<file path="config.mk">
export PLATFORM = sky130hd
export DESIGN_NAME = ansi_csi_sequence_parser_core
export DESIGN_NICKNAME = d
export VERILOG_FILES = /design/src/sv/acsp_pkg.sv /design/src/sv/acsp_parse.sv /design/src/sv/ansi_csi_sequence_parser_core.sv
export VERILOG_INCLUDE_DIRS = /design/src /design/src/sv
export SDC_FILE = /design/constraint.sdc
export NUM_CORES = 1
export LEC_CHECK = 0
export BUFFER_PORTS_ARGS = -buffer_cell sky130_fd_sc_hd__buf_2
export CORE_MARGIN = 1
export CORE_UTILIZATION = 57
export DETAILED_ROUTE_END_ITERATION = 10
export HOLD_SLACK_MARGIN = 0.03
export PLACE_DENSITY = 0.87
export SKIP_CTS_REPAIR_TIMING = 1
export SKIP_LAST_GASP = 1
export SLEW_MARGIN = 5
export SYNTH_ARGS = -nofsm -noshare
export SYNTH_HDL_FRONTEND = slang
export SYNTH_HIERARCHICAL = 1
export SYNTH_SLANG_ARGS = --single-unit
</file>
<file path="constraint.sdc">
create_clock -name i_clk -period 16.5 [get_ports i_clk]
set_clock_uncertainty 0.05 [all_clocks]
set_input_delay 0.825 -clock i_clk [delete_from_list [all_inputs] [get_ports i_clk]]
set_output_delay 0.825 -clock i_clk [all_outputs]
set_load 0.02 [all_outputs]
</file>
<file path="src/sv/ansi_csi_sequence_parser_core_macros.svh">
// Assertion macros for the CSI parser core.
// IMP checks a same-cycle implication, NXT checks the cycle after.
`ifndef ANSI_CSI_SEQUENCE_PARSER_CORE_MACROS_SVH
`define ANSI_CSI_SEQUENCE_PARSER_CORE_MACROS_SVH

`ifndef SYNTHESIS
`define ACSP_ASSERT_IMP(lbl, clk, rst_n, ante, cons) \
    lbl: assert property (@(posedge clk) disable iff (!(rst_n)) (ante) |-> (cons)) \
        else $error("acsp: same-cycle check failed");
`define ACSP_ASSERT_NXT(lbl, clk, rst_n, ante, cons) \
    lbl: assert property (@(posedge clk) disable iff (!(rst_n)) (ante) |=> (cons)) \
        else $error("acsp: next-cycle check failed");
`else
`define ACSP_ASSERT_IMP(lbl, clk, rst_n, ante, cons)
`define ACSP_ASSERT_NXT(lbl, clk, rst_n, ante, cons)
`endif

`endif

</file>
<file path="src/sv/acsp_pkg.sv">
package acsp_pkg;

    localparam int NUM_W = 20;

    localparam logic [7:0] CH_ESC      = 8'd27;
    localparam logic [7:0] CH_LBRACKET = 8'h5B;
    localparam logic [7:0] CH_QMARK    = 8'h3F;
    localparam logic [7:0] CH_SEMI     = 8'h3B;
    localparam logic [7:0] CH_0        = 8'h30;
    localparam logic [7:0] CH_9        = 8'h39;
    localparam logic [7:0] CH_UA       = 8'h41;
    localparam logic [7:0] CH_UH       = 8'h48;
    localparam logic [7:0] CH_UJ       = 8'h4A;
    localparam logic [7:0] CH_UK       = 8'h4B;
    localparam logic [7:0] CH_LH       = 8'h68;
    localparam logic [7:0] CH_LL       = 8'h6C;
    localparam logic [7:0] CH_LM       = 8'h6D;

    localparam logic [NUM_W-1:0] NUM_LIMIT = 20'd999999;

    typedef enum logic [2:0] {
        PST_BRACKET,
        PST_QMARK,
        PST_NUM1,
        PST_SEMI,
        PST_NUM2F,
        PST_NUM2,
        PST_FINAL
    } t_pst;

    typedef enum logic [1:0] {
        FSM_IDLE,
        FSM_PARSE,
        FSM_REPLAY,
        FSM_CMD
    } t_fsm;

    typedef struct packed {
        t_pst             state;
        logic [NUM_W-1:0] n1;
        logic [NUM_W-1:0] n2;
        logic             done;
        logic             fail;
    } t_step;

endpackage

</file>
<file path="src/sv/acsp_parse.sv">
module acsp_parse (
    input  acsp_pkg::t_pst                  i_state,
    input  logic [7:0]                      i_byte,
    input  logic [acsp_pkg::NUM_W-1:0]      i_n1,
    input  logic [acsp_pkg::NUM_W-1:0]      i_n2,
    output acsp_pkg::t_step                 o_step
);
    import acsp_pkg::*;

    logic             is_dig;
    logic             is_fin;
    logic [3:0]       digit;
    logic [NUM_W-1:0] acc_in;
    logic [NUM_W+3:0] prod;
    logic [NUM_W-1:0] acc_out;

    // shared decimal accumulator: acc*10 + digit, saturating
    always_comb begin
        is_dig = (i_byte >= CH_0) && (i_byte <= CH_9);
        is_fin = ((i_byte >= CH_UA) && (i_byte <= CH_UH)) || (i_byte == CH_UJ) ||
                 (i_byte == CH_UK) || (i_byte == CH_LH) || (i_byte == CH_LL) ||
                 (i_byte == CH_LM);
        digit  = i_byte[3:0];
        case (i_state)
            PST_NUM1: acc_in = i_n1;
            PST_NUM2: acc_in = i_n2;
            default:  acc_in = '0;
        endcase
        prod    = (NUM_W+4)'(acc_in) * (NUM_W+4)'(10) + (NUM_W+4)'(digit);
        acc_out = (prod > (NUM_W+4)'(NUM_LIMIT)) ? NUM_LIMIT : prod[NUM_W-1:0];
    end

    // a non-digit ends a number and falls through to the ';' / final check
    always_comb begin
        o_step.state = i_state;
        o_step.n1    = i_n1;
        o_step.n2    = i_n2;
        o_step.done  = 1'b0;
        o_step.fail  = 1'b0;
        case (i_state)
            PST_BRACKET: begin
                if (i_byte == CH_LBRACKET) begin
                    o_step.state = PST_QMARK;
                end else begin
                    o_step.fail = 1'b1;
                end
            end
            PST_QMARK, PST_NUM1, PST_SEMI: begin
                if (is_dig && i_state != PST_SEMI) begin
                    o_step.n1    = acc_out;
                    o_step.state = PST_NUM1;
                end else if (i_byte == CH_QMARK && i_state == PST_QMARK) begin
                    o_step.state = PST_QMARK;
                end else begin
                    if (i_state == PST_QMARK) begin
                        o_step.n1 = NUM_W'(1);
                    end
                    if (i_byte == CH_SEMI) begin
                        o_step.state = PST_NUM2F;
                    end else if (is_fin) begin
                        o_step.state = PST_FINAL;
                        o_step.done  = 1'b1;
                    end else begin
                        o_step.fail = 1'b1;
                    end
                end
            end
            PST_NUM2F: begin
                if (is_dig) begin
                    o_step.n2    = acc_out;
                    o_step.state = PST_NUM2;
                end else begin
                    o_step.fail = 1'b1;
                end
            end
            PST_NUM2: begin
                if (is_dig) begin
                    o_step.n2 = acc_out;
                end else if (is_fin) begin
                    o_step.state = PST_FINAL;
                    o_step.done  = 1'b1;
                end else begin
                    o_step.fail = 1'b1;
                end
            end
            default: begin
                if (is_fin) begin
                    o_step.done = 1'b1;
                end else begin
                    o_step.fail = 1'b1;
                end
            end
        endcase
    end

endmodule

</file>
<file path="src/sv/ansi_csi_sequence_parser_core.sv">
// Console byte filter for ANSI CSI sequences. Outside a sequence a byte goes
// straight to the output as a character, one transfer per cycle unless the
// output stalls. ESC opens a sequence: the bytes that follow are held in a
// SEQ_BUFFER_BYTES-deep buffer and each is fed, in the cycle after it is
// taken, through one shared step unit (parser state plus a saturating decimal
// accumulator); the input is held off while it is parsed. A valid final
// character yields one command transfer. An illegal byte, a full buffer or a
// new ESC inside a sequence replays the held bytes as characters, one buffer
// read per cycle unless the output stalls, and holds the input off until the
// replay ends. The input is only taken while the sequencer is idle and the
// output register is free or being emptied. No clearing pass after reset.
`include "ansi_csi_sequence_parser_core_macros.svh"

module ansi_csi_sequence_parser_core #(
    parameter int SEQ_BUFFER_BYTES = 10
) (
    input  logic                            i_clk,
    input  logic                            i_rst_n,
    input  logic                            i_in_valid,
    output logic                            o_in_stall,
    input  logic [7:0]                      i_byte_in,
    output logic                            o_out_valid,
    input  logic                            i_out_stall,
    output logic                            o_kind,
    output logic [7:0]                      o_char_out,
    output logic [7:0]                      o_final_char,
    output logic [acsp_pkg::NUM_W-1:0]      o_first_number,
    output logic [acsp_pkg::NUM_W-1:0]      o_second_number,
    output logic                            o_last
);
    import acsp_pkg::*;

    localparam int IDX_W = $clog2(SEQ_BUFFER_BYTES);
    localparam int LEN_W = $clog2(SEQ_BUFFER_BYTES + 1);

    t_fsm             r_fsm, n_fsm;
    logic [LEN_W-1:0] r_len, n_len;
    logic [7:0]       r_buf [SEQ_BUFFER_BYTES];
    logic [7:0]       r_byte, n_byte;
    t_pst             r_pst, n_pst;
    logic [NUM_W-1:0] r_n1, n_n1;
    logic [NUM_W-1:0] r_n2, n_n2;
    logic [IDX_W-1:0] r_rep_idx, n_rep_idx;
    logic [IDX_W-1:0] r_rep_end, n_rep_end;
    logic             r_rep_esc, n_rep_esc;

    logic             r_out_valid, n_out_valid;
    logic             r_kind, n_kind;
    logic [7:0]       r_char, n_char;
    logic [7:0]       r_final, n_final;
    logic [NUM_W-1:0] r_on1, n_on1;
    logic [NUM_W-1:0] r_on2, n_on2;
    logic             r_last, n_last;

    logic             w_en;
    logic [IDX_W-1:0] w_idx;
    logic [7:0]       w_data;

    logic             out_free;
    logic             in_acc;
    logic             full;
    logic             rep_at_end;
    t_step            step;

    assign out_free   = !r_out_valid || !i_out_stall;
    assign o_in_stall = !((r_fsm == FSM_IDLE) && out_free);
    assign in_acc     = i_in_valid && !o_in_stall;
    assign full       = (r_len == LEN_W'(SEQ_BUFFER_BYTES));
    assign rep_at_end = (r_rep_idx == r_rep_end);

    acsp_parse u_parse (
        .i_state (r_pst),
        .i_byte  (r_byte),
        .i_n1    (r_n1),
        .i_n2    (r_n2),
        .o_step  (step)
    );

    always_comb begin
        n_fsm = r_fsm;
        case (r_fsm)
            FSM_IDLE: begin
                if (in_acc) begin
                    if (i_byte_in == CH_ESC) begin
                        n_fsm = (r_len != '0) ? FSM_REPLAY : FSM_IDLE;
                    end else if (r_len != '0) begin
                        n_fsm = FSM_PARSE;
                    end
                end
            end
            FSM_PARSE: begin
                if (full || step.fail) begin
                    n_fsm = FSM_REPLAY;
                end else if (step.done) begin
                    n_fsm = FSM_CMD;
                end else begin
                    n_fsm = FSM_IDLE;
                end
            end
            FSM_REPLAY: begin
                if (out_free && rep_at_end) begin
                    n_fsm = FSM_IDLE;
                end
            end
            FSM_CMD: begin
                if (out_free) begin
                    n_fsm = FSM_IDLE;
                end
            end
            default: n_fsm = FSM_IDLE;
        endcase
    end

    always_comb begin
        n_len       = r_len;
        n_byte      = r_byte;
        n_pst       = r_pst;
        n_n1        = r_n1;
        n_n2        = r_n2;
        n_rep_idx   = r_rep_idx;
        n_rep_end   = r_rep_end;
        n_rep_esc   = r_rep_esc;
        n_out_valid = r_out_valid && i_out_stall;
        n_kind      = r_kind;
        n_char      = r_char;
        n_final     = r_final;
        n_on1       = r_on1;
        n_on2       = r_on2;
        n_last      = r_last;
        w_en        = 1'b0;
        w_idx       = r_len[IDX_W-1:0];
        w_data      = i_byte_in;
        case (r_fsm)
            FSM_IDLE: begin
                if (in_acc) begin
                    if (i_byte_in == CH_ESC) begin
                        if (r_len == '0) begin
                            w_en   = 1'b1;
                            w_idx  = '0;
                            w_data = CH_ESC;
                            n_len  = LEN_W'(1);
                            n_pst  = PST_BRACKET;
                            n_n1   = '0;
                            n_n2   = '0;
                        end else begin
                            n_rep_idx = '0;
                            n_rep_end = IDX_W'(r_len - LEN_W'(1));
                            n_rep_esc = 1'b1;
                        end
                    end else if (r_len == '0) begin
                        n_out_valid = 1'b1;
                        n_kind      = 1'b0;
                        n_char      = i_byte_in;
                        n_final     = '0;
                        n_on1       = '0;
                        n_on2       = '0;
                        n_last      = 1'b1;
                    end else begin
                        w_en   = 1'b1;
                        n_len  = r_len + LEN_W'(1);
                        n_byte = i_byte_in;
                    end
                end
            end
            FSM_PARSE: begin
                if (full || step.fail) begin
                    n_rep_idx = '0;
                    n_rep_end = IDX_W'(r_len - LEN_W'(1));
                    n_rep_esc = 1'b0;
                end else begin
                    n_pst = step.state;
                    n_n1  = step.n1;
                    n_n2  = step.n2;
                end
            end
            FSM_REPLAY: begin
                if (out_free) begin
                    n_out_valid = 1'b1;
                    n_kind      = 1'b0;
                    n_char      = r_buf[r_rep_idx];
                    n_final     = '0;
                    n_on1       = '0;
                    n_on2       = '0;
                    n_last      = rep_at_end;
                    n_rep_idx   = r_rep_idx + IDX_W'(1);
                    if (rep_at_end) begin
                        // the escape that cut the sequence opens the next one
                        if (r_rep_esc) begin
                            w_en   = 1'b1;
                            w_idx  = '0;
                            w_data = CH_ESC;
                            n_len  = LEN_W'(1);
                            n_pst  = PST_BRACKET;
                            n_n1   = '0;
                            n_n2   = '0;
                        end else begin
                            n_len = '0;
                        end
                    end
                end
            end
            FSM_CMD: begin
                if (out_free) begin
                    n_out_valid = 1'b1;
                    n_kind      = 1'b1;
                    n_char      = '0;
                    n_final     = r_byte;
                    n_on1       = r_n1;
                    n_on2       = r_n2;
                    n_last      = 1'b1;
                    n_len       = '0;
                end
            end
            default: begin
                n_len = '0;
            end
        endcase
    end

    always_ff @(posedge i_clk) begin
        if (!i_rst_n) begin
            r_fsm       <= FSM_IDLE;
            r_len       <= '0;
            r_out_valid <= 1'b0;
        end else begin
            r_fsm       <= n_fsm;
            r_len       <= n_len;
            r_out_valid <= n_out_valid;
        end
    end

    always_ff @(posedge i_clk) begin
        r_byte    <= n_byte;
        r_pst     <= n_pst;
        r_n1      <= n_n1;
        r_n2      <= n_n2;
        r_rep_idx <= n_rep_idx;
        r_rep_end <= n_rep_end;
        r_rep_esc <= n_rep_esc;
        r_kind    <= n_kind;
        r_char    <= n_char;
        r_final   <= n_final;
        r_on1     <= n_on1;
        r_on2     <= n_on2;
        r_last    <= n_last;
        if (w_en) begin
            r_buf[w_idx] <= w_data;
        end
    end

    assign o_out_valid     = r_out_valid;
    assign o_kind          = r_kind;
    assign o_char_out      = r_char;
    assign o_final_char    = r_final;
    assign o_first_number  = r_on1;
    assign o_second_number = r_on2;
    assign o_last          = r_last;

    `ACSP_ASSERT_IMP(a_len_room, i_clk, i_rst_n, r_fsm == FSM_IDLE, r_len < LEN_W'(SEQ_BUFFER_BYTES))
    `ACSP_ASSERT_IMP(a_cmd_last, i_clk, i_rst_n, r_out_valid && r_kind, r_last)
    `ACSP_ASSERT_IMP(a_rep_range, i_clk, i_rst_n, r_fsm == FSM_REPLAY, r_rep_idx <= r_rep_end)
    `ACSP_ASSERT_NXT(a_esc_replay, i_clk, i_rst_n, in_acc && (i_byte_in == CH_ESC) && (r_len != '0), r_fsm == FSM_REPLAY)

endmodule

</file>
==> results.sh, run 1 <==
export IMPL_status="finished, final reports clean"
export IMPL_synthFlopType="edfxtp_1"
export IMPL_routedWlPerCell_um=19.4
export IMPL_cp_top_family="simple AND/OR/NAND/NOR gates"
export IMPL_grt_pass1_vias=8285
export IMPL_drive_gt1_share_pct=14.4
export IMPL_cp_max_fo=32
export IMPL_die_area_um2=21100
export IMPL_worst_slew_pin_slew_ns=1.30
export IMPL_drc=0
export IMPL_nets=1136
export IMPL_vdd_ir_drop_max_mv=0.128
export IMPL_initial_utilization_pct=57.9
export IMPL_clk_insertion_delay_late_ns=0.50
export IMPL_min_from="i_byte_in[7]"
export IMPL_clock_path_buffers=3
export IMPL_hold_end="r_byte[7]"
export IMPL_power_density_nw_per_um2=167
export IMPL_layout_area_overhead_vs_synth_pct=10.4
export IMPL_num_fill_cells=1480
export IMPL_htreeDepth=1
export IMPL_yosysWarnings=6
export IMPL_vias_per_cell=6.25
export IMPL_cts_sinks=209
export IMPL_num_vias=8510
export IMPL_final_cell_count_no_fill=1361
export IMPL_io_pins=72
export IMPL_cp_arrival_ns=5.97
export IMPL_syn_area_um2=11700
export IMPL_placed_cells=1323
export IMPL_reg2reg_to="r_n1[2]"
export IMPL_n_antenna_cell=0
export IMPL_ys_seq_area_share_pct=52.8
export IMPL_power_leakage_nw=4.89
export IMPL_timing_final_crit_share_pct=35.1
export IMPL_crit_path_cell_trace="nand2b_1 > nor2_1 > buf_4 > a22oi_1 > xor2_1 > ha_1 > fa_1 > xor2_1 > o211ai_1 > a211o_1 > or3b_1 > nor4_1 > nand3_1 > xor2_1 > o2111ai_1 > nand4_1 > buf_4 > a32oi_1 > and2_1"
export IMPL_die_h_um=145
export IMPL_rsz0062_at_grt="no"
export IMPL_grt_pass1_wl_mm=42.0
export IMPL_synth_edf_count=198
export IMPL_dr_pass1_iters=6
export IMPL_worst_setup_path_end_kind="flop"
export IMPL_relSlewSlack_pct=12.7
export IMPL_gp_congestion=0.918
export IMPL_maxCapViolations=0
export IMPL_synth_cell_types=84
export IMPL_hpwl_mm=18.6
export IMPL_setup_viol_count_final=0
export IMPL_port_buffers=71
export IMPL_cp_slowest_cell="edfxtp_1"
export IMPL_avgSynthCellArea_um2=11.4
export IMPL_slowest_delay_ns=0.54
export IMPL_die_w_um=145
export IMPL_cpMostUsedCell="xor2_1"
export IMPL_fp_row_count=52
export IMPL_overflow=0
export IMPL_yosys_area_top_type_share_pct=50.9
export IMPL_ys_ff_latch=209
export IMPL_routed_wl_mm=26.4
export IMPL_cts_tree="yes"
export IMPL_root_buffer="clkbuf_16"
export IMPL_path_clk_slew_ns=0.07
export IMPL_synthArstFlopShare_pct=0
export IMPL_tns_ns=0
export IMPL_synth_area_leader_cell="edfxtp_1"
export IMPL_r2r_setup_slack_ns=10.72
export IMPL_netlist_instances=1022
export IMPL_crit_buf_inv=2
export IMPL_criticalPathCategory="flop to flop"
export IMPL_start_kind="flop"
export IMPL_r2r_cells=19
export IMPL_grtUsageTotal_pct=24.9
export IMPL_antenna_found_initial=0
export IMPL_holdPathStages=1
export IMPL_required_ns=16.69
export IMPL_maxSlewViolCount=0
export IMPL_synth_area_leaders="edfxtp_1 51%, and2_1 5.5%, ha_1 5.0%, mux4_2 3.1%, nor2_1 2.6%"
export IMPL_grt_max_degree=66
export IMPL_fin_crit_ns=5.78
export IMPL_core_um2=20200
export IMPL_drt_iter0_drc=779
export IMPL_syn_nets=1082
export IMPL_ant_nets=0
export IMPL_reg2reg_from="r_pst[1]"
export IMPL_hp_class="input port to flop"
export IMPL_max_freq_mhz=173
export IMPL_cts_buffers=21
export IMPL_hold_viol=0
[final cells by class]
type                            instances  area, µm²  area share (%)
Inverter                               36        138            1.07
Timing Repair Buffer                   84        453            3.51
Clock buffer                           27        548            4.25
Tap cell                              270        338            2.62
Multi-Input combinational cell        724       5180            40.1
Sequential cell                       209       6170            47.8
Clock inverter                         11       81.3           0.630
[cells in the mapped netlist (all sizes together), types with 4 or more instances]
cell    instances
a21oi          29
nand2b          9
a211o           6
and3           17
a22o           19
mux2i           9
or2             4
xnor2          19
a21o            9
mux4           16
a32oi           4
nand3b          6
o32ai           9
a32o           12
nand3          17
a41oi           4
nor2b          17
a211oi         20
o22ai           4
clkbuf         37
nor3b           9
or4             8
buf            16
and2          103
o211ai          9
dfxtp          11
nor4           10
ha             47
nand4           6
a22oi           9
o21a            7
edfxtp        198
a31o            4
nand2          78
o31ai           6
a31oi          10
xor2           14
inv            36
nor2           83
nor3           20
o21ai          32
[metal layers]
layer / up-vias / GRT usage (%) / part of all wire [%]
met5: - / 0 / 0
met4: 0 / 9.37 / 3.3
met3: 68 / 3.02 / 5.8
met2: 388 / 46.4 / 53
met1: 4098 / 29.1 / 38
li1: 3956 / - / -
[flip-flops by register name, indices dropped and copies added, names as in the netlist, named ones only]
signal and cells:
r_buf 80, o_first_number 20, o_second_number 20, r_n1 20, r_n2 20, o_char_out 8
o_final_char 8, r_byte 8, r_len 4, r_rep_end 4, r_rep_idx 4, r_pst 3
r_fsm 2, o_kind 1, o_last 1, o_out_valid 1, r_rep_esc 1
[worst register-to-register path, cell delays in order, from the launching register on]
cell and delay (ns):
edfxtp_1 0.54, nand2b_1 0.26, nor2_1 0.11, buf_4 0.26, a22oi_1 0.18, xor2_1 0.17, ha_1 0.26, fa_1 0.43
xor2_1 0.37, o211ai_1 0.15, a211o_1 0.32, or3b_1 0.40, nor4_1 0.47, nand3_1 0.17, xor2_1 0.36, o2111ai_1 0.19
nand4_1 0.11, buf_4 0.33, a32oi_1 0.18, and2_1 0.21
[where the power goes]
group | switching (mW) | leakage [nW] | internal, mW
Combinational | 0.548 | 2.64 | 0.318
Clock | 0.190 | 0.307 | 0.251
Sequential | 0.0933 | 1.94 | 0.754
[layout by cell type, fill, tap and decap left out, types with 18 or more instances in the layout]
cell type and count:
a21oi_1 28, nor2_1 82, nand2_1 78, nor3_1 20
ha_1 46, buf_2 71, xnor2_1 19, clkbuf_16 21
a211oi_1 18, o21ai_0 26, inv_1 33, and2_1 102
edfxtp_1 198, a22o_1 19
[kinds of logic after synthesis]
logic type / share of synthesized area [%]
compound gates: 13.4
buf+inv: 3.04
simple gates: 18.9
fa+ha+maj: 5.20
xor+xnor: 2.47
flops: 52.8
mux: 4.24
[metrics by stage]
| stage | util, % | power, mW | hold slack, ns | worst slack [ns] | instance area (µm²) |
|---|---|---|---|---|---|
| 2_1_floorplan | - | 1.47 | 0.473 | 11.01 | 11700 |
| 3_3_place_gp | 60.9 | 1.68 | 0.517 | 10.91 | 12300 |
| 3_5_place_dp | 60.9 | 1.71 | 0.540 | 10.80 | 12300 |
| 4_1_cts | 64.0 | 2.15 | 0.493 | 10.76 | 12900 |
| 5_1_grt | 64.0 | 2.26 | 0.495 | 10.26 | 12900 |
| 6_report | 64.0 | 2.15 | 0.503 | 10.72 | 12900 |
[how the worst max path moves through the flow]
stage                    from       to  slack [ns]  depth (start not counted)
floorplan           r_byte[6]  r_n1[0]       11.01                          8
global placement     r_pst[2]  r_n1[0]       10.91                         19
detailed placement   r_pst[2]  r_n1[2]       10.80                         19
CTS                  r_pst[2]  r_n1[2]       10.76                         19
global route         r_pst[2]  r_n1[9]       10.26                         19
finish               r_pst[1]  r_n1[2]       10.72                         19
Power figures use the tool's default switching activity.
==> run 2, diff against run 1 <==
clock period = 5.35 ns   (was 16.5 ns; I/O delays follow)
==> results.sh, run 2 (synthesis gave the netlist of run 1 again) <==
export IMPL_cp_top_family="simple AND/OR/NAND/NOR gates"
export IMPL_maxSlewViolCount=0
export IMPL_grt_pass1_wl_mm=43.1
export IMPL_ant_nets=0
export IMPL_overflow=0
export IMPL_final_common_cell="edfxtp_1"
export IMPL_crit_path_cell_trace="nand2b_4 > nor2_2 > buf_4 > a22o_1 > ha_1 > ha_1 > fa_2 > a21o_1 > or4_1 > o31ai_1 > a221oi_2 > or4_1 > or4_1 > a31oi_1 > nand4_1 > buf_12 > a32o_1 > and2_1"
export IMPL_whs_ns=0.0514
export IMPL_slowest_delay_ns=0.52
export IMPL_cts_tree="yes"
export IMPL_r2r_cells=18
export IMPL_largest_register="r_buf"
export IMPL_layout_area_overhead_vs_synth_pct=14.0
export IMPL_core_um2=20200
export IMPL_status="finished, final reports clean"
export IMPL_grtUsageTotal_pct=25.7
export IMPL_start_kind="flop"
export IMPL_num_vias=8655
export IMPL_die_w_um=145
export IMPL_fin_crit_ns=5.14
export IMPL_drive_gt1_share_pct=18.1
export IMPL_num_fill_cells=1417
export IMPL_cp_slowest_cell="or4_1"
export IMPL_die_area_um2=21100
export IMPL_vias_per_cell=6.21
export IMPL_required_ns=5.55
export IMPL_hpwl_mm=18.8
export IMPL_nets=1168
export IMPL_fp_row_count=52
export IMPL_holdPathStages=2
export IMPL_clock_path_buffers=3
export IMPL_vdd_ir_drop_max_mv=0.301
export IMPL_htreeDepth=1
export IMPL_die_h_um=145
export IMPL_antenna_found_initial=0
export IMPL_setup_viol_count_final=0
export IMPL_power_density_nw_per_um2=519
export IMPL_timing_final_crit_share_pct=96.0
export IMPL_worst_slew_pin_slew_ns=1.22
export IMPL_worst_setup_path_end_kind="flop"
export IMPL_grt_pass1_vias=8385
export IMPL_clk_insertion_delay_late_ns=0.51
export IMPL_criticalPathCategory="flop to flop"
export IMPL_cpMostUsedCell="or4_1"
export IMPL_routed_wl_mm=27.2
export IMPL_io_pins=72
export IMPL_n_antenna_cell=0
export IMPL_root_buffer="clkbuf_16"
export IMPL_dpl_instance_area_um2=12400
export IMPL_grt_max_degree=66
export IMPL_final_area_um2=13300
export IMPL_hold_viol=0
export IMPL_cp_max_fo=32
export IMPL_path_clk_slew_ns=0.07
export IMPL_power_leakage_nw=5.09
export IMPL_routedWlPerCell_um=19.5
export IMPL_hp_class="input port to flop"
export IMPL_largest_register_ffs=80
export IMPL_maxCapViolations=0
export IMPL_drc=0
export IMPL_port_buffers=71
export IMPL_dr_pass1_iters=6
export IMPL_reg2reg_from="r_pst[0]"
export IMPL_crit_buf_inv=2
export IMPL_drt_iter0_drc=870
export IMPL_cts_buffers=21
export IMPL_relSlewSlack_pct=18.3
export IMPL_max_freq_mhz=195
export IMPL_cp_arrival_ns=5.34
export IMPL_gp_congestion=0.921
export IMPL_critPathLaunch="r_pst[0]"
export IMPL_reg2reg_to="r_n1[10]"
export IMPL_cts_sinks=209
export IMPL_final_cell_mix="198 x edfxtp_1, 102 x and2_1, 79 x nor2_1"
export IMPL_r2r_setup_slack_ns=0.21
export IMPL_cp_endpoint="r_n1[10]"
export IMPL_initial_utilization_pct=57.9
export IMPL_cp_num_cells=18
-- run 2: cell types whose count changed in the layout (fill, tap and decap cells not counted), sizes merged --
cell         delta
clkbuf          -4
dlygate4sd3     +8
clkinv          +3
bufinv          +1
buf            +23
nor2            +1
-- run 2: how the worst min path moves through the flow --
stage | startpoint | end | slack (ns)
CTS | i_byte_in[4] | r_byte[4] | -0.08
finish | i_rst_n | o_out_valid | 0.05
floorplan | i_byte_in[0] | r_byte[0] | 0.32
detailed placement | i_byte_in[4] | r_byte[4] | 0.44
global route | i_rst_n | r_fsm[1] | 0.05
global placement | i_byte_in[4] | r_byte[4] | 0.43
-- run 2: worst register-to-register path, cell delays in order (launching register included) --
cell and delay (ns):
edfxtp_1 0.50, nand2b_4 0.14, nor2_2 0.06, buf_4 0.16
a22o_1 0.28, ha_1 0.22, ha_1 0.23, fa_2 0.38
a21o_1 0.24, or4_1 0.52, o31ai_1 0.11, a221oi_2 0.09
or4_1 0.45, or4_1 0.48, a31oi_1 0.18, nand4_1 0.16
buf_12 0.21, a32o_1 0.27, and2_1 0.15
-- run 2: area by class of cell --
type	count	area, µm²	area share (%)
inverter	36	138	1.03
clock inverter	15	138	1.03
tap	270	338	2.54
timing repair buffer	115	731	5.49
sequential	209	6170	46.3
clock buffer	23	533	4.00
multi-input combinational	725	5270	39.6
-- run 2: layer usage --
metal	vias up	wire length, µm	track usage (%)
met4	0	1350	10.7
met2	394	13800	46.2
li1	4034	-	-
met5	-	0	0
met3	98	1720	3.77
met1	4129	10300	30.7
-- run 2: where the power goes --
group | internal [mW] | leakage, nW | total, mW | switching (mW)
logic | 1.10 | 2.83 | 2.82 | 1.72
registers | 2.33 | 1.94 | 2.64 | 0.316
clock network | 0.822 | 0.328 | 1.45 | 0.623
total | 4.25 | 5.09 | 6.91 | 2.66
-- run 2: through the flow --
stage	setup WS (ns)	TNS, ns	instances	total power, mW	utilization [%]
finish	0.214	0	1393	6.91	66.0
global route	-0.00189	-0.00189	1393	7.25	66.0
CTS	-0.0933	-0.727	1380	6.84	65.0
detailed placement	-0.0374	-0.113	1342	5.39	61.7
global placement	0.119	0	1342	5.30	61.7
floorplan	0.00444	0	1022	4.54	-
==> run 3, diff against run 2 <==
ABC_AREA = 1   (was unset)
==> results.sh, run 3 <==
export IMPL_status="finished, final reports clean"
export IMPL_die_h_um=149
export IMPL_vdd_ir_drop_max_mv=0.322
export IMPL_n_antenna_cell=0
export IMPL_syn_nets=1541
export IMPL_nets=1613
export IMPL_yosys_cell_count_top_type="nand2_1"
export IMPL_synthTopCellsByCount="425 x nand2_1, 265 x inv_1, 198 x edfxtp_1, 127 x nor2_1, 61 x nand3_1"
export IMPL_max_freq_mhz=204
export IMPL_syn_area_um2=12300
export IMPL_holdPathStages=5
export IMPL_core_um2=21100
export IMPL_gp_congestion=0.939
export IMPL_intPower_mw=3.79
export IMPL_vias_per_cell=5.53
export IMPL_cts_sinks=209
export IMPL_seq_power_share_pct=38.8
export IMPL_cp_arrival_ns=5.12
export IMPL_post_route_util_pct=64.8
export IMPL_drc=0
export IMPL_num_vias=10200
export IMPL_timing_final_crit_share_pct=91.6
export IMPL_worst_slew_pin_slew_ns=1.09
export IMPL_dr_pass1_iters=8
export IMPL_placed_cells=1793
export IMPL_relSlewSlack_pct=27.1
export IMPL_netlist_instances=1481
export IMPL_grt_pass1_vias=9459
export IMPL_port_buffers=71
export IMPL_cpMostUsedCell="nand2_1"
export IMPL_overflow=0
export IMPL_tns_ns=0
export IMPL_maxSlewViolCount=0
export IMPL_root_buffer="clkbuf_16"
export IMPL_initial_utilization_pct=58.4
export IMPL_avgSynthCellArea_um2=8.31
export IMPL_yosys_area_top_type_share_pct=48.3
export IMPL_start_kind="flop"
export IMPL_reg2reg_to="r_n1[9]"
export IMPL_clock_path_buffers=3
export IMPL_fp_row_count=53
export IMPL_power_leakage_nw=6.69
export IMPL_maxCapViolations=0
export IMPL_io_pins=72
export IMPL_slowest_delay_ns=0.45
export IMPL_yosysWarnings=6
export IMPL_largest_register_ffs=80
export IMPL_largest_register="r_buf"
export IMPL_rsz0062_at_grt="no"
export IMPL_criticalPathCategory="flop to flop"
export IMPL_hpwl_mm=20.7
export IMPL_antenna_found_initial=0
export IMPL_final_common_cell="nand2_1"
export IMPL_synthArstFlopShare_pct=0
export IMPL_die_w_um=149
export IMPL_cp_max_fo=23
export IMPL_cp_slowest_cell="fa_1"
export IMPL_hold_viol=0
export IMPL_power_density_nw_per_um2=462
export IMPL_layout_area_overhead_vs_synth_pct=11.1
export IMPL_cts_buffers=22
export IMPL_synth_area_leader_cell="edfxtp_1"
export IMPL_synth_area_leaders="edfxtp_1 48%, nand2_1 13%, inv_1 8.1%, ha_1 4.8%, nor2_1 3.9%"
export IMPL_reg2reg_from="r_pst[0]"
export IMPL_cts_tree="yes"
export IMPL_grtUsageTotal_pct=26.0
export IMPL_whs_ns=0.131
export IMPL_drt_iter0_drc=995
export IMPL_drive_gt1_share_pct=12.5
export IMPL_clk_insertion_delay_late_ns=0.52
export IMPL_ant_nets=0
export IMPL_grt_max_degree=59
export IMPL_ys_ff_latch=209
export IMPL_r2r_cells=29
export IMPL_routed_wl_mm=29.3
export IMPL_final_cell_count_no_fill=1844
export IMPL_hold_end="o_out_valid"
export IMPL_min_from="i_in_valid"
export IMPL_clock_power_share_pct=23.1
export IMPL_synth_edf_count=198
export IMPL_die_area_um2=22200
export IMPL_switching_share_pct=39.9
export IMPL_p_comb_share_pct=38.1
export IMPL_routedWlPerCell_um=15.9
export IMPL_fin_crit_ns=4.90
export IMPL_p_sw_mw=2.52
export IMPL_synthFlopType="edfxtp_1"
export IMPL_required_ns=5.57
export IMPL_setup_viol_count_final=0
export IMPL_r2r_setup_slack_ns=0.45
export IMPL_hp_class="input port to flop"
export IMPL_final_cell_mix="425 x nand2_1, 264 x inv_1, 198 x edfxtp_1"
export IMPL_synth_cell_types=51
export IMPL_worst_setup_path_end_kind="flop"
export IMPL_grt_pass1_wl_mm=45.9
export IMPL_ys_seq_area_share_pct=50.1
export IMPL_htreeDepth=1
export IMPL_path_clk_slew_ns=0.06
[run 3: cell types whose count changed after synthesis, sizes merged, moves of 21 or more]
cell,change
inv,+243
nand3,+58
o21ai,+68
nand4,+21
and2,-101
nand2,+373
nor2,+60
[run 3: power by group through the flow]
| stage | sequential, mW | clock [mW] | combinational, mW |
|---|---|---|---|
| final | 2.45 | 1.46 | 2.40 |
| after global routing | 2.48 | 1.53 | 2.64 |
| after CTS | 2.45 | 1.47 | 2.34 |
| after detailed placement | 2.48 | 0 | 2.33 |
| after global placement | 2.46 | 0 | 2.24 |
| after floorplan | 2.71 | 0 | 1.48 |
[run 3: routing by layer]
| metal | track usage [%] | part of all wire, % |
|---|---|---|
| met5 | 0 | 0 |
| met4 | 11.3 | 3.8 |
| met3 | 3.82 | 8.2 |
| met2 | 44.2 | 49 |
| met1 | 33.0 | 39 |
[run 3: logic make-up after synthesis]
logic type               synth area share, %
AND/OR/NAND/NOR                         26.5
buffers and inverters                   10.3
flip-flops                              50.1
AO/OA/AOI/OAI                           7.12
adder cells (fa/ha/maj)                 4.94
XOR/XNOR                               0.925
multiplexers                          0.0813
[run 3: per-stage QoR]
stage / total power [mW] / instance area [µm²] / worst slack, ns
4_1_cts: 6.27 / 13500 / 0.178
3_3_place_gp: 4.70 / 12900 / 0.419
2_1_floorplan: 4.18 / 12300 / 1.05
3_5_place_dp: 4.81 / 12900 / 0.217
5_1_grt: 6.66 / 13700 / 0.0934
6_report: 6.31 / 13700 / 0.451
[run 3: layout make-up]
| class | instances | area (µm²) |
|---|---|---|
| Tap cell | 275 | 344 |
| Inverter | 279 | 1050 |
| Multi-Input combinational cell | 953 | 4910 |
| Clock buffer | 29 | 587 |
| Fill cell | 1610 | 7420 |
| Sequential cell | 209 | 6170 |
| Clock inverter | 11 | 98.8 |
| Timing Repair Buffer | 88 | 518 |
[run 3: worst max-delay path by stage]
stage / from / end / slack, ns / cells after the start
floorplan: r_pst[1] / r_n2[16] / 1.05 / 29
global placement: r_pst[1] / r_n2[14] / 0.42 / 28
detailed placement: r_pst[0] / r_n2[18] / 0.22 / 29
CTS: r_pst[0] / r_n2[18] / 0.18 / 29
global route: r_pst[0] / r_n1[9] / 0.09 / 29
finish: r_pst[0] / r_n1[9] / 0.45 / 29
[run 3: worst max-delay path: cells and delay by family (launching register included)]
kind | cells | cell delay [ns]
DFF | 1 | 0.42
AOI/OAI and AO/OA | 1 | 0.29
buffers and inverters | 6 | 0.67
and+or+nand+nor | 20 | 2.54
adders and majority gates | 2 | 0.69
